===== config.mk =====
export PLATFORM = sky130hd
export DESIGN_NAME = lrpd_ram
export DESIGN_NICKNAME = d
export VERILOG_FILES = /design/src/design/lrpd_ram.sv
export SDC_FILE = /design/constraint.sdc
export NUM_CORES = 1
export LEC_CHECK = 0
export BUFFER_PORTS_ARGS = -buffer_cell sky130_fd_sc_hd__buf_2
export CAP_MARGIN = 20
export CORE_MARGIN = 10
export CORE_UTILIZATION = 50
export DETAILED_ROUTE_END_ITERATION = 7
export PLACE_DENSITY = 0.73
export SLEW_MARGIN = 0
export SYNTH_ARGS = -nofsm -noshare
export SYNTH_HDL_FRONTEND = slang
export SYNTH_SLANG_ARGS = --single-unit

===== constraint.sdc =====
create_clock -name clk -period 10.6 [get_ports clk]
set_input_delay 1.06 -clock clk [delete_from_list [all_inputs] [get_ports clk]]
set_output_delay 1.06 -clock clk [all_outputs]
set_load 0.1 [all_outputs]

===== src/design/lrpd_ram.sv =====
// Generic single-port-write, one-read synchronous RAM, registered read.
// No dependencies.
module lrpd_ram #(
    parameter int WIDTH = 32,
    parameter int DEPTH = 16
) (
    input  logic                     clk,
    input  logic                     we,
    input  logic [$clog2(DEPTH)-1:0] waddr,
    input  logic [WIDTH-1:0]         wdata,
    input  logic [$clog2(DEPTH)-1:0] raddr,
    output logic [WIDTH-1:0]         rdata
);

    logic [WIDTH-1:0] mem [DEPTH];

    always_ff @(posedge clk)
    begin
        if (we)
        begin
            mem[waddr] <= wdata;
        end
        rdata <= mem[raddr];
    end

endmodule


Word-level counts from Yosys, hierarchy flattened
Memories as Yosys holds them, arrays and structs flattened. A register that Yosys moved wholly into a read port is not among the register bits.
Index checks and enable logic that the tools add are counted.
- multiplexer cells: 2
- operators with widths (kind ; count):
    $mux W1 ; 2
- register bits after elaboration: 0
- RAM bits: 512
- word-level logic and storage cells: 3
- memories kept: 1
- memories (name ; depth ; bits a word ; read ports ; clocked after Yosys merged registers in ; wr ports ; RTL line ; source):
    mem ; 16 ; 32 ; 1 ; 1 ; 1 ; 15 ; logic [WIDTH-1:0] mem [DEPTH];

Logic depth before layout (Yosys ltp)
- word-level depth: 2
- gate-level depth with buffers: 5
- depth with buffers taken out: 3

Least setup slack after synthesis
OpenSTA, ideal clock, no wires.
- kind: input to register
- start point: input port waddr[2]
- end point: memory mem[0][0] (enable)
- setup time: 0.461 ns
- arrival: 3.778 ns
- data required time: 10.139 ns
- path slack: 6.360 ns
- stages: 2
- path buffers: 0
- cells stage by stage: or3b_2 nor3_1
- RTL lines (what ; RTL line ; source):
    start: declaration ; 9 ; input logic [$clog2(DEPTH)-1:0] waddr,
    end: declaration ; 15 ;
Straight into the memory's write port.

==> results.yml <==
clock_tree:
  cts_resized: 0
  ctsLongestPathBuffers: 3
  post_cts_setup_bufs: 0
  cts.clk_slew.worst_paths_ps: 60
  cts_made_buffers: 52
  root_buffer: "sky130_fd_sc_hd__clkbuf_16"
  h_tree_depth: 2
  hold_buffers: 0
  clock-sinks: 544
  clkLatencyLatePin_ps: 570
  cts_tree: "yes"
power_and_ir_drop:
  vdd_drop_max_v: 0.000115
  power_per_cell_area_nw_per_um2: 202
  power.static_leakage_nw: 7.32
critical_path:
  worst-r2r-setup-slack_ps: 9290
  crit_path_end: "rdata[5]"
  critical_path.startpoint_type: "input pin"
  worst_r2r_startpoint: "mem[11][21]"
  crit_path_max_fanout: 70
  cp.arrival_ps: 3570
  critical_path.startpoint: "raddr[1]"
  timing.critical_path.to_type: "flop"
  worst_ep_required_time_ps: 11040
  worst_r2r_path_depth: 3
  timing_worst_setup_path_type: "input pin to flop"
  worstReg2RegEnd: "rdata[21]"
sta:
  worst_clock_skew_ps: 17.4
  portion_of_the_clock_cycle_consumed_by_the_worst_path_in_the_final_layout: 0.296
  fin_worst_hold_slack_ps: 666
  clock.fmax_mhz: 319
  fin_tns_setup_ps: 0
  setup_viol: 0
  rsz0062_at_grt: "false"
  setup_slack_ps: 7470
  max_slew.worst_pin.slew_ps: 1130
  relSlewSlack: 0.248
  layout_min_cycle_time_ps: 3130
  report.final.slew_viol_count: 0
  finalHoldViolCount: 0
run_status:
  result_of_the_run: "completed"
detailed_routing:
  violation_count_after_the_first_detailed_route_iteration: 1074
  drt-total-wl_um: 42100
  drt-pass1-iter-count: 4
  detail_route.vias_per_cell: 5.98
  ant_nets: 0
  drc_errors: 0
  wire_per_inst_um: 27.8
  dr_total_vias: 9037
flow_run:
  maxCapViolCount: 0
global_route:
  grt_max_degree: 78
  grt-ovfl-total: 0
  grt_antenna_before_repair: 7
  grt_util_all_layers: 0.176
  first_global_vias: 9356
  first_pass_grt_wire_length_um: 62000
yosys:
  yosys_register_bits: 544
  synthesis.area_um2: 19900
  synth_commonest_cells: "sky130_fd_sc_hd__edfxtp_1 (512), sky130_fd_sc_hd__mux4_2 (128), sky130_fd_sc_hd__a22oi_1 (64)"
  synth_largest_area_cell: "sky130_fd_sc_hd__edfxtp_1"
  ys_warn_count: 0
  synth.top_cells.by_area: "sky130_fd_sc_hd__edfxtp_1 (77%), sky130_fd_sc_hd__mux4_2 (15%), sky130_fd_sc_hd__dfxtp_1 (3.2%), sky130_fd_sc_hd__a22oi_1 (2.4%), sky130_fd_sc_hd__nand2_1 (0.62%)"
  synth_enable_flop_cells: 512
  synthMostInstantiatedCell: "sky130_fd_sc_hd__edfxtp_1"
  yosysUniqueCellTypes: 18
  synth_top_flop_cell: "sky130_fd_sc_hd__edfxtp_1"
  ys_async_sr_fraction: 0
  synth-seq-area-share: 0.807
  syn_inst: 838
  synth.avg_cell_area_um2: 23.7
  post-synth-top-area-fraction: 0.774
  postSynthNetCount: 880
floorplanning:
  die_y_um: 219
  core_region_area_um2: 38900
  initial_core_util: 0.510
  placementRows: 72
  floorplan.die.width_um: 219
  num_io_pins: 74
  dieArea_um2: 48100
final_layout:
  layout.filler_cells: 2761
  final_net_count: 989
  layout-drive-gt1-share: 0.330
  finish.instance_area_um2: 22800
  syn2layout_area_growth_pct: 14.6
worst_hold_path:
  worst_hold_path_type: "flop to flop"
  holdCritStartpoint: "mem[12][1]"
placed_design:
  postPlaceCellArea_um2: 21000
  post-place-ws_ps: 6580
  place.port_buffers: 73
  place.detailed.hpwl_um: 21400
  place.gp.congestion: 0.748
-- through the flow --
| step | util | std cells | total power, W |
|---|---|---|---|
| final | 0.585 | 1511 | 0.00459 |
| after CTS | 0.584 | 1507 | 0.00461 |
| after detailed placement | 0.539 | 1410 | 0.00278 |
| after global placement | 0.539 | 1409 | 0.00277 |
| after global routing | 0.585 | 1510 | 0.00472 |
| after floorplan | - | 838 | 0.00268 |
-- area by class of cell --
cell class	instances	area (µm²)	share of cell area
Antenna cell	3	7.51	0.000330
Multi-Input combinational cell	251	3750	0.165
Clock inverter	29	288	0.0126
Timing Repair Buffer	98	588	0.0258
Clock buffer	68	1450	0.0639
Sequential cell	544	16000	0.704
Tap cell	518	648	0.0285
-- routing by layer --
| layer | global-route usage | share of wire | up-vias |
|---|---|---|---|
| li1 | - | - | 3793 |
| met1 | 0.241 | 0.40 | 4788 |
| met3 | 0.0388 | 0.085 | 68 |
| met2 | 0.282 | 0.50 | 380 |
| met4 | 0.0473 | 0.021 | 8 |
| met5 | 0 | 0.0012 | - |
-- state kept, by name, summed over array words and instances, names as in the netlist --
| name | cells |
|---|---|
| mem | 512 |
| rdata | 32 |
-- how the worst min path moves through the flow --
stage | to | cells past startpoint
after floorplan | rdata[0] | 3
final | rdata[1] | 3
after global routing | rdata[4] | 3
after detailed placement | rdata[31] | 3
after global placement | rdata[1] | 3
after CTS | rdata[8] | 3
-- critical path, stage by stage --
cell	delay (ps)
sky130_fd_sc_hd__buf_4	690
sky130_fd_sc_hd__buf_4	900
sky130_fd_sc_hd__mux4_2	420
sky130_fd_sc_hd__a22oi_1	230
sky130_fd_sc_hd__nand2_1	120
-- where the power goes --
part	switching, W	total, W	internal, W
registers	0.0000158	0.00242	0.00240
logic	0.000223	0.000308	0.0000855
clock network	0.000769	0.00186	0.00109
total	0.00101	0.00459	0.00358
-- logic make-up after synthesis --
logic type | synth area share
DFF | 0.807
buffers and inverters | 0.0112
and+or+nand+nor | 0.0127
muxes | 0.145
AOI/OAI and AO/OA | 0.0242
-- cell usage in the layout, fill, tap and decap left out, drive strengths merged --
master and n:
buf 97, and2 1, edfxtp 512, nand2b 2
diode 3, nand3 1, nor3 4, clkbuf 69
nand2 33, dfxtp 32, clkinv 22, clkinvlp 2
mux4 128, or3b 1, nand3b 2, a22oi 64
bufinv 5, nor2 13, nor2b 2
No activity file was read; power rests on OpenSTA's default activity.
